--- src/rtl/llt_pkg.sv ---
// ----------------------------------------------------------------------------
// llt_pkg
// Shared types and codes of the lease lock table.
// ----------------------------------------------------------------------------
package llt_pkg;

	localparam int TABLE_DEPTH = 16;
	localparam int MAX_RESULTS = 16;
	localparam int CNT_W       = $clog2(MAX_RESULTS + 1);

	localparam logic [2:0] FN_ACQUIRE = 3'd0;
	localparam logic [2:0] FN_RELEASE = 3'd1;
	localparam logic [2:0] FN_BEAT    = 3'd2;
	localparam logic [2:0] FN_EXPIRE  = 3'd3;
	localparam logic [2:0] FN_BUMP    = 3'd4;
	localparam logic [2:0] FN_VIEW    = 3'd5;

	localparam logic [2:0] ST_OK       = 3'd0;
	localparam logic [2:0] ST_NOCONN   = 3'd1;
	localparam logic [2:0] ST_HELD     = 3'd2;
	localparam logic [2:0] ST_NOTOWNER = 3'd3;
	localparam logic [2:0] ST_FULL     = 3'd4;

	localparam logic REG_TIMEOUT = 1'b0;
	localparam logic REG_RECLAIM = 1'b1;

	typedef struct packed {
		logic [2:0]       func;
		logic [31:0]      key;
		logic [31:0]      user;
		logic [31:0]      ses;
		logic [47:0]      now;
		logic             done;
		logic [2:0]       st;
		logic             holds;
		logic [31:0]      rkey;
		logic [31:0]      own;
		logic [31:0]      oses;
		logic [31:0]      rev;
		logic [CNT_W-1:0] n;
		logic             pvld;
		logic [31:0]      pkey;
		logic [31:0]      prev;
	} pkt_t;

	typedef struct packed {
		logic        valid;
		logic [31:0] key;
		logic [31:0] rev;
	} emit_t;

endpackage

--- src/rtl/llt_cell.sv ---
// ----------------------------------------------------------------------------
// llt_cell
// One table slot; acts on the command word passing by and hands it on.
// ----------------------------------------------------------------------------
module llt_cell import llt_pkg::*; (
	input  logic        clk,
	input  logic        arst_n,
	input  logic        adv,
	input  logic [31:0] timeout,
	input  logic        reclaim,
	input  logic        in_vld,
	input  pkt_t        in_pkt,
	output logic        out_vld,
	output pkt_t        out_pkt,
	output emit_t       emit
);

	logic        used_q;
	logic [31:0] key_q, owner_q, ses_q, rev_q;
	logic [47:0] beat_q;
	logic        vld_q;
	pkt_t        pkt_q;

	logic        live, match, alloc, lapse, beat_hit, wr;
	logic [47:0] age;
	logic [31:0] owner_d, ses_d, rev_d;
	logic [47:0] beat_d;
	pkt_t        pkt_d;

	assign age  = in_pkt.now - beat_q;
	assign live = (owner_q != '0) && ((in_pkt.now < beat_q) || (age < {16'd0, timeout}));

	always_comb begin
		match    = 1'b0;
		alloc    = 1'b0;
		lapse    = 1'b0;
		beat_hit = 1'b0;
		case (in_pkt.func)
			FN_ACQUIRE, FN_BUMP: begin
				match = used_q && (key_q == in_pkt.key) && !in_pkt.done;
				alloc = !used_q && !in_pkt.done;
			end
			FN_RELEASE, FN_VIEW: begin
				match = used_q && (key_q == in_pkt.key) && !in_pkt.done;
			end
			FN_BEAT: begin
				beat_hit = used_q && !in_pkt.done && (owner_q != '0) && (ses_q == in_pkt.ses);
			end
			FN_EXPIRE: begin
				lapse = used_q && (owner_q != '0) && !live && (in_pkt.n < CNT_W'(MAX_RESULTS));
			end
			default: ;
		endcase
	end

	always_comb begin
		owner_d = owner_q;
		ses_d   = ses_q;
		beat_d  = beat_q;
		rev_d   = rev_q;
		pkt_d   = in_pkt;
		if (alloc) begin
			pkt_d.done = 1'b1;
			pkt_d.st   = ST_OK;
			if (in_pkt.func == FN_ACQUIRE) begin
				owner_d  = in_pkt.user;
				ses_d    = in_pkt.ses;
				beat_d   = in_pkt.now;
				rev_d    = '0;
			end else begin
				owner_d  = '0;
				ses_d    = '0;
				beat_d   = '0;
				rev_d    = 32'd1;
			end
			pkt_d.own  = owner_d;
			pkt_d.oses = ses_d;
			pkt_d.rev  = rev_d;
		end else if (match) begin
			pkt_d.done = 1'b1;
			pkt_d.st   = ST_OK;
			case (in_pkt.func)
				FN_ACQUIRE: begin
					if (live) begin
						if (owner_q == in_pkt.user && (ses_q == in_pkt.ses || reclaim)) begin
							ses_d  = in_pkt.ses;
							beat_d = in_pkt.now;
						end else begin
							pkt_d.st = ST_HELD;
						end
					end else begin
						owner_d = in_pkt.user;
						ses_d   = in_pkt.ses;
						beat_d  = in_pkt.now;
					end
				end
				FN_RELEASE: begin
					if (owner_q == '0 || owner_q != in_pkt.user || ses_q != in_pkt.ses) begin
						pkt_d.st = ST_NOTOWNER;
					end else begin
						owner_d = '0;
						ses_d   = '0;
					end
				end
				FN_BUMP: rev_d = rev_q + 32'd1;
				FN_VIEW: pkt_d.holds = (owner_q == in_pkt.user) && (ses_q == in_pkt.ses) &&
					(in_pkt.user != '0);
				default: ;
			endcase
			pkt_d.own  = owner_d;
			pkt_d.oses = ses_d;
			pkt_d.rev  = rev_d;
		end else if (beat_hit) begin
			beat_d = in_pkt.now;
		end else if (lapse) begin
			owner_d    = '0;
			ses_d      = '0;
			pkt_d.pvld = 1'b1;
			pkt_d.pkey = key_q;
			pkt_d.prev = rev_q;
			pkt_d.n    = in_pkt.n + CNT_W'(1);
		end
	end

	assign emit.valid = in_vld && lapse && in_pkt.pvld;
	assign emit.key   = in_pkt.pkey;
	assign emit.rev   = in_pkt.prev;
	assign wr         = in_vld && adv;

	always_ff @(posedge clk or negedge arst_n) begin
		if (!arst_n) begin
			used_q <= 1'b0;
			vld_q  <= 1'b0;
		end else if (adv) begin
			vld_q <= in_vld;
			if (in_vld && alloc)
				used_q <= 1'b1;
		end
	end

	always_ff @(posedge clk) begin
		if (adv)
			pkt_q <= pkt_d;
		if (wr) begin
			if (alloc)
				key_q <= in_pkt.key;
			owner_q <= owner_d;
			ses_q   <= ses_d;
			beat_q  <= beat_d;
			rev_q   <= rev_d;
		end
	end

	assign out_vld = vld_q;
	assign out_pkt = pkt_q;

endmodule

--- config.mk ---
export PLATFORM = sky130hd
export DESIGN_NAME = llt_cell
export DESIGN_NICKNAME = d
export VERILOG_FILES = /design/src/rtl/llt_pkg.sv /design/src/rtl/llt_cell.sv
export SDC_FILE = /design/constraint.sdc
export NUM_CORES = 1
export LEC_CHECK = 0
export BUFFER_PORTS_ARGS = -buffer_cell sky130_fd_sc_hd__buf_2
export CAP_MARGIN = 20
export CORE_AREA = 2 2 311 313
export DETAILED_ROUTE_END_ITERATION = 12
export DIE_AREA = 0 0 313 315
export PLACE_DENSITY = 0.55
export REMOVE_ABC_BUFFERS = 1
export SETUP_SLACK_MARGIN = 0.2
export SYNTH_ARGS = -nofsm -noshare
export SYNTH_HDL_FRONTEND = slang
export SYNTH_SLANG_ARGS = --single-unit
--- constraint.sdc ---
create_clock -name clk -period 10.1 [get_ports clk]
set_input_delay 1.515 -clock clk [delete_from_list [all_inputs] [get_ports clk]]
set_output_delay 1.515 -clock clk [all_outputs]
set_load 0.02 [all_outputs]
==> results of run 1 <==
## worst register-to-register path: stages, from the launching register on
cell       delay [ns]
edfxtp_1         0.36
inv_1            0.07
ha_1             0.28
a21o_1           0.22
a21oi_1          0.27
a21oi_1          0.18
o21ai_0          0.23
or4b_2           0.68
a21oi_1          0.27
o21ai_0          0.15
xor2_1           0.16
ha_1             0.28
nand4_1          0.17
nor4_1           0.12
nand2_1          0.08
a211oi_1         0.06
nor4_1           0.32
nand4_1          0.16
a2111oi_2        0.37
nand4_1          0.30
o31ai_1          0.44
nand4bb_4        0.24
buf_4            0.36
buf_4            0.72
mux2_2           0.47
## layer usage
metal / routed length (um) / part of all wire, %
met5: 126 / 0.13
met4: 2280 / 2.4
met3: 6360 / 6.8
met2: 44800 / 48
met1: 39800 / 43
## power groups by stage
stage / Combinational, mW / Sequential (mW) / Clock, mW
after global routing: 0.836 / 2.60 / 2.62
after global placement: 0.784 / 2.63 / 0
after detailed placement: 0.784 / 2.63 / 0
final: 0.778 / 2.59 / 2.48
after floorplan: 0.223 / 2.78 / 0
after CTS: 0.787 / 2.59 / 2.55
## how the worst max path moves through the flow
stage / start / to / slack, ns / cells after the start
2_1_floorplan: in_pkt[207] / owner_q[0]$_DFFE_PP_ / -1.65 / 21
3_3_place_gp: in_pkt[203] / emit[64] / 1.50 / 26
3_5_place_dp: in_pkt[203] / emit[64] / 1.42 / 26
4_1_cts: in_pkt[203] / emit[64] / 1.38 / 26
5_1_grt: in_pkt[203] / emit[64] / 0.99 / 26
6_report: in_pkt[203] / emit[64] / 1.32 / 26
## synthesized netlist by cell type, types with 5 or more instances
cell      count  area [um2]
edfxtp_1    526       15800
nor3_1       25         125
mux2_2       67         754
mux2i_1       8        80.1
a21oi_1      84         420
buf_2        23         115
xnor2_1      48         420
a22o_1       32         280
or2_2         7        43.8
and4_1       10        87.6
clkbuf_1     55         206
nor2b_1       5        31.3
nand3_1      90         450
xor2_1      119        1040
o21a_1       11        82.6
and2_1       56         350
nor3b_1       5        37.5
nand4_1      53         332
nor2_1       95         357
o211ai_1      8        60.1
nor4_1       39         244
nand2_1     177         664
or3_1         5        31.3
a211oi_1      5        37.5
a21o_1       53         398
o21ai_1      16        80.1
buf_4        64         480
o21bai_1      6        45.0
and3_1       12        75.1
ha_1         81        1010
o21ai_0      88         440
inv_1       100         375
a211o_1       5        43.8
a31oi_1       7        43.8
## cells by family after synthesis
| logic type | Yosys count | synth area share (%) |
|---|---|---|
| adder cells (fa/ha/maj) | 82 | 4.02 |
| multiplexers | 75 | 3.24 |
| buffers and inverters | 249 | 4.76 |
| AO/OA/AOI/OAI | 356 | 9.04 |
| XOR/XNOR | 167 | 5.68 |
| AND/OR/NAND/NOR | 600 | 11.7 |
| flip-flops | 528 | 61.6 |
## sequential cells by signal, indices dropped and copies added (netlist names)
name and count:
owner_q 32, out_vld 1, rev_q 32, beat_q 48, used_q 1, key_q 32
ses_q 32, out_pkt 350
## per-stage QoR
| step | instances | hold WS [ns] | TNS [ns] | power (mW) |
|---|---|---|---|---|
| 3_5_place_dp | 4011 | 0.518 | 0 | 3.42 |
| 4_1_cts | 4131 | 0.528 | 0 | 5.92 |
| 3_3_place_gp | 4011 | 0.514 | 0 | 3.41 |
| 6_report | 4138 | 0.525 | 0 | 5.84 |
| 5_1_grt | 4135 | 0.568 | 0 | 6.05 |
| 2_1_floorplan | 1908 | 0.530 | -105.72 | 3.00 |
## area by class of cell
cell class,count,area share (%)
antenna,7,0.0531
clock buffer,79,5.21
clock inverter,41,1.55
inverter,100,1.14
timing repair buffer,827,12.8
multi-input combinational,1280,26.5
tap,1276,4.84
sequential,528,48.0
==> key figures, run 1 <==
Cells and area
  – Post-Layout Inst Area: about 33,000 um2
  – Area grow syn2layout: 28.3%
  – Share of layout cells above drive strength 1: between 30% and 40%
  – Area of the multi-input gates: 8730 um2
  – Layout filler cell count: 9,598
  – Sequential Area: 15,800 um2
  – Final Core Density: 34.5%
  – Commonest non-fill, non-tap cell in the layout: buf_2
  – Final net count: 3,272
  – Commonest cells after routing, fill and taps aside: 801 x buf_2, 526 x edfxtp_1, 176 x nand2_1, 119 x xor2_1, 100 x inv_1

Setup path
  – Max FO, Critical Path: 4
  – Reg2Reg Launch Point: beat_q[4]$_DFFE_PP_
  – Worst Reg-to-Reg Cells: 24
  – Critical Path RT: 8.59 ns
  – Buffer and inverter count on the worst path: 4
  – FF-to-FF setup slack: 2.88 ns
  – Slowest-stage cell, CP: or4b_2
  – Critical path endpoint category: output port
  – Top cell by count, worst path: nand4_1
  – Largest stage delay, worst path: 0.68 ns
  – Startpoint Class: input pin
  – Setup CP Type: input pin to output port
  – Delay-heaviest family, CP: simple AND/OR/NAND/NOR gates
  – CP arrival: a little over 7 ns
  – R2R Path End: out_pkt[42]$_DFFE_PP_

Synth
  – Seq cells post-synth: 528
  – Synth async-reset ratio: 0.379%
  – Yosys cell types: 74
  – Sequential fraction of the synthesis area: approximately three fifths
  – Cells after synthesis: 2,057
  – Number of synthesized flops with an enable pin: 526
  – Ys flop type: edfxtp_1
  – Post-Syn Area per Cell: 12.5 um2
  – Yosys warns: 0
  – Post-Syn Area: 25,700 um2

Clock tree
  – Clock-pin slew on the worst setup and hold paths: 0.06 ns
  – Num CTS Buffers: 66
  – Clock Tree Buf Depth: 3
  – CTS tree: built
  – H-tree depth: 3
  – Resize count post-CTS: 0
  – Clock Latency Late Sink: 0.63 ns
  – Clk sinks: approximately 530
  – Postcts setup bufs: 0
  – Post-CTS Hold Buffers: 0
  – CTS Root Cell: clkbuf_16

Global route
  – Number of global-route vias before repair: 19.0k
  – Met1 Track Usage GR: 23.1%
  – Total congestion overflow: 0
  – Initial antenna violation count: 18
  – Met2 GRT Util: 30.1%
  – Met3 GRT Util: 4.45%
  – Most used routing layer: met2
  – Largest net degree at the start of global routing: 67
  – First-pass GRT wire length: ~130 mm
  – Gr usage total: 18.1%

STA
  – RSZ-0062 raised after global routing: false
  – Clock skew: about 0.036 ns
  – F_max: roughly 110 MHz
  – Finish-stage setup viols: 0
  – Final period utilization: 86.9%
  – Rel. slew slack: 33.6%
  – Worst-margin pin slew: 0.994 ns
  – Final hold vios: 0
  – Period minus WS final: 8.78 ns
  – Max Transition Viols Final: 0
  – Worst Slack Setup Final: 1.32 ns

Pwr
  – Maximum VDD drop: 0.000143 V
  – Combinational Power Share: a little over an eighth
  – Sw Share: 26.4%
  – NetSw: ~1.5 mW
  – Int Pwr: around 4.3 mW
  – Pleak: 13.8 nW
  – Clock Power Share: 42.4%
  – Pwr dens: 177 nW/um2
  – Flop pwr share: between 40% and 50%

Detailed routing
  – 1st-iter DRT viols: 1,423
  – Via count: 19.4k
  – WL per Instance: between 20 and 25 um
  – Routed Wire Length: 93.4 mm
  – Drt pass-1 iters: 7
  – DRC: 0
  – Via density: 4.70
  – Antenna Violating Nets Remaining: 0

Place
  – Dpl cell area: a little over 30,000 um2
  – Input/output buffers: around 800
  – Dpl hpwl: 72.0 mm
  – Final GP Congestion: 0.873
  – Pre-CTS setup slack: 1.42 ns

Worst hold path
  – WHS Path Cells: 2
  – Worst Hold End: out_vld$_DFFE_PN0P_
  – Worst min-delay path class: register to register
  – Min-delay src: out_vld$_DFFE_PN0P_

Die
  – Die ar.: 98,600 um2
  – Core Area: 95,700 um2
  – Die width: 313 um
  – # IOs: 803
  – # rows: 114
  – Die outline height: 315 um
  – Starting Density: between 20% and 30%

Run
  – # Max-Cap Violations: 0

Status
  – Outcome: complete, no violations
Power figures use the tool's default switching activity.
==> run 2, diff against run 1 <==
- BUFFER_PORTS_ARGS: -buffer_cell sky130_fd_sc_hd__buf_2 -> not set
- CORE_AREA: 2 2 311 313 -> 2 2 312 314
- DIE_AREA: 0 0 313 315 -> 0 0 314 316
- DONT_BUFFER_PORTS: not set -> 1
- PLACE_DENSITY: 0.55 -> 0.47
==> run 2 against run 1 <==
  * Combinational power decreased by 59%
  * Register-to-register slack lost 0.08 ns
  * Critical endpoint unchanged
  * Largest cell class unchanged
  * Largest power group unchanged
  * Flip-flop and latch count did not move
==> key figures, run 2 (same netlist as run 1, synthesis figures left out) <==
Place
  – Dpl hpwl: 65.0 mm (-9.7%)
  – Inst Count DP: 3,205 (-20%)
  – Final GP Congestion: 0.880 (+0.80%)
  – Input/output buffers: 0 (-100%)

Clock tree
  – Post-CTS Hold Buffers: 0 (unchanged)
  – CTS Root Cell: clkbuf_16
  – Postcts setup bufs: 0 (unchanged)
  – H-tree depth: 2 (-1)
  – Clock-pin slew on the worst setup and hold paths: 0.05 ns (about the same)
  – CTS tree: built
  – Clock Latency Late Sink: 0.64 ns (about the same)
  – Clock Tree Buf Depth: 3 (unchanged)
  – Clk sinks: 528 (unchanged)
  – Resize count post-CTS: 0 (unchanged)
  – Num CTS Buffers: 58 (-12%)

Pwr
  – NetSw: 1.33 mW (-14%)
  – Pleak: 10.5 nW (-24%)
  – Int Pwr: 3.96 mW (-7.9%)
  – Maximum VDD drop: 0.000125 V (-13%)
  – Flop pwr share: 52.5% (+8.2 points)
  – Pwr dens: 184 nW/um2 (+4.0%)
  – Sw Share: 25.2% (-1.3 points)
  – Combinational Power Share: 6.0% (-7.3 points)
  – Clock Power Share: 41.5% (-0.9 points)

STA
  – Period minus WS final: 8.54 ns (-0.242 ns)
  – Final period utilization: 84.5% (-2.4 points)
  – Worst-margin pin slew: 1.00 ns (+0.00653 ns)
  – Final hold vios: 0 (unchanged)
  – Finish-stage setup viols: 0 (unchanged)
  – F_max: 117 MHz (+2.8%)
  – Rel. slew slack: 33.1% (-0.44 points)
  – Max Transition Viols Final: 0 (unchanged)
  – Clock skew: 0.0279 ns (-0.00829 ns)
  – RSZ-0062 raised after global routing: false

Die
  – Die outline height: 316 um (+0.32%)
  – # IOs: 803 (unchanged)
  – # rows: 114 (unchanged)
  – Starting Density: 26.8% (-0.080 points)
  – Die ar.: 99,200 um2 (+0.64%)
  – Die width: 314 um (+0.32%)
  – Core Area: 96,000 um2 (+0.30%)

Detailed routing
  – WL per Instance: 25.9 um (+15%)
  – Via count: 16.5k (-15%)
  – Antenna Violating Nets Remaining: 0 (unchanged)
  – 1st-iter DRT viols: 1,441 (+1.3%)
  – Routed Wire Length: 86.0 mm (-7.9%)
  – Via density: 4.97 (+5.9%)
  – Drt pass-1 iters: 5 (-2)
  – DRC: 0 (unchanged)

Setup path
  – Critical path endpoint category: output port
  – Slowest-stage cell, CP: or4b_2
  – Buffer and inverter count on the worst path: 2 (-2)
  – Startpoint Class: input pin
  – CP arrival: 7.02 ns (-0.24 ns)
  – Top cell by count, worst path: nand4_1
  – Delay-heaviest family, CP: simple AND/OR/NAND/NOR gates
  – Largest stage delay, worst path: 0.67 ns (about the same)
  – Setup CP Type: input pin to output port
  – Cell-by-cell trace of the critical path: inv_1, ha_1, fa_1, nor2b_1, o2111ai_1, a21oi_1, o21ai_0, or4b_2, a21oi_1, o21ai_0, xor2_1, ha_1, nand4_1, nor4_1, nand2_1, a211oi_1, nor4_1, nand4_1, a2111oi_2, nand4_1, o31ai_1, nand4bb_4, inv_1, and3_1
  – Max FO, Critical Path: 4 (unchanged)
  – Critical Path RT: 8.59 ns (about the same)

Cells and area
  – Area grow syn2layout: 11.6%
  – Max reg flops: 350 (unchanged)
  – Final cell count without fillers: 3,321 (-20%)
  – Commonest non-fill, non-tap cell in the layout: edfxtp_1
  – Share of layout cells above drive strength 1: 10.0% (-26 points)
  – Layout filler cell count: 9,802 (+2.1%)
  – Commonest cells after routing, fill and taps aside: 526 x edfxtp_1, 176 x nand2_1, 119 x xor2_1, 100 x inv_1, 92 x nor2_1
  – Final net count: 2,459 (-25%)
  – Final Core Density: 29.9% (-4.6 points)
  – Sequential Area: 15,800 um2 (unchanged)
  – Area of the multi-input gates: 8730 um2 (unchanged)

Run
  – # Max-Cap Violations: 0 (unchanged)

Worst hold path
  – Worst min-delay path class: input pin to asynchronous set/reset pin

Global route
  – Largest net degree at the start of global routing: 354 (+430%)
  – First-pass GRT wire length: 119 mm (-8.4%)
  – Number of global-route vias before repair: 16.7k (-12%)
  – Gr usage total: 16.4% (-1.8 points)
  – Total congestion overflow: 0 (unchanged)
  – Initial antenna violation count: 12 (-6)

Status
  – Outcome: complete, no violations
run 2: changes by cell type in the layout (fill, tap and decap cells not counted), sizes merged:
| cell | before | now |
|---|---|---|
| inv | 108 | 104 |
| clkbuf | 79 | 68 |
| clkinv | 22 | 28 |
| diode | 7 | 6 |
| clkinvlp | 1 | 2 |
| buf | 827 | 22 |
| bufinv | 10 | 7 |
run 2: through the flow:
step | setup WS [ns] | area (um2) | hold WS [ns] | total power [mW] | setup TNS [ns]
after detailed placement | 1.67 | 26700 | 0.580 | 3.14 | 0
after floorplan | -1.65 | 24900 | 0.530 | 3.00 | -105.72
after CTS | 1.63 | 28700 | 0.528 | 5.36 | 0
after global routing | 1.22 | 28700 | 0.542 | 5.47 | 0
final | 1.56 | 28700 | 0.594 | 5.29 | 0
after global placement | 1.77 | 26700 | 0.575 | 3.14 | 0
run 2: worst paths after layout:
| check | start | endpoint | slack (ns) | cells past startpoint |
|---|---|---|---|---|
| worst max-delay path | in_pkt[203] | emit[64] | 1.56 | 24 |
| worst min-delay path | arst_n | used_q$_DFFE_PN0P_ | 0.59 | 0 |
| worst max register to register | beat_q[4]$_DFFE_PP_ | out_pkt[44]$_DFFE_PP_ | 2.80 | 24 |
| worst min register to register | ses_q[26]$_DFFE_PP_ | ses_q[26]$_DFFE_PP_ | 0.60 | 2 |
| max in group asynchronous | arst_n | out_vld$_DFFE_PN0P_ | 9.44 | 0 |
| min in group clk | ses_q[26]$_DFFE_PP_ | ses_q[26]$_DFFE_PP_ | 0.60 | 2 |
run 2: cell type report:
type / instances / area share, %
diodes: 6 / 0.0523
clock buffers: 68 / 5.33
clock inverters: 41 / 1.49
inverters: 100 / 1.31
multi-input cells: 1280 / 30.4
flip-flops and latches: 528 / 55.2
well taps: 1276 / 5.56
repair buffers: 22 / 0.706
run 2: power groups by stage:
stage,sequential [mW],clock [mW],combinational [mW]
3_5_place_dp,2.82,0,0.317
5_1_grt,2.79,2.33,0.355
4_1_cts,2.78,2.26,0.320
2_1_floorplan,2.78,0,0.223
3_3_place_gp,2.83,0,0.314
6_report,2.77,2.20,0.317
run 2: routing by layer:
| metal | vias to the layer above | wire [um] | global-route usage [%] |
|---|---|---|---|
| li1 | 7442 | - | - |
| met5 | - | 54 | 0 |
| met3 | 110 | 6650 | 4.93 |
| met4 | 8 | 1790 | 4.28 |
| met1 | 8177 | 35900 | 20.7 |
| met2 | 780 | 41600 | 27.2 |
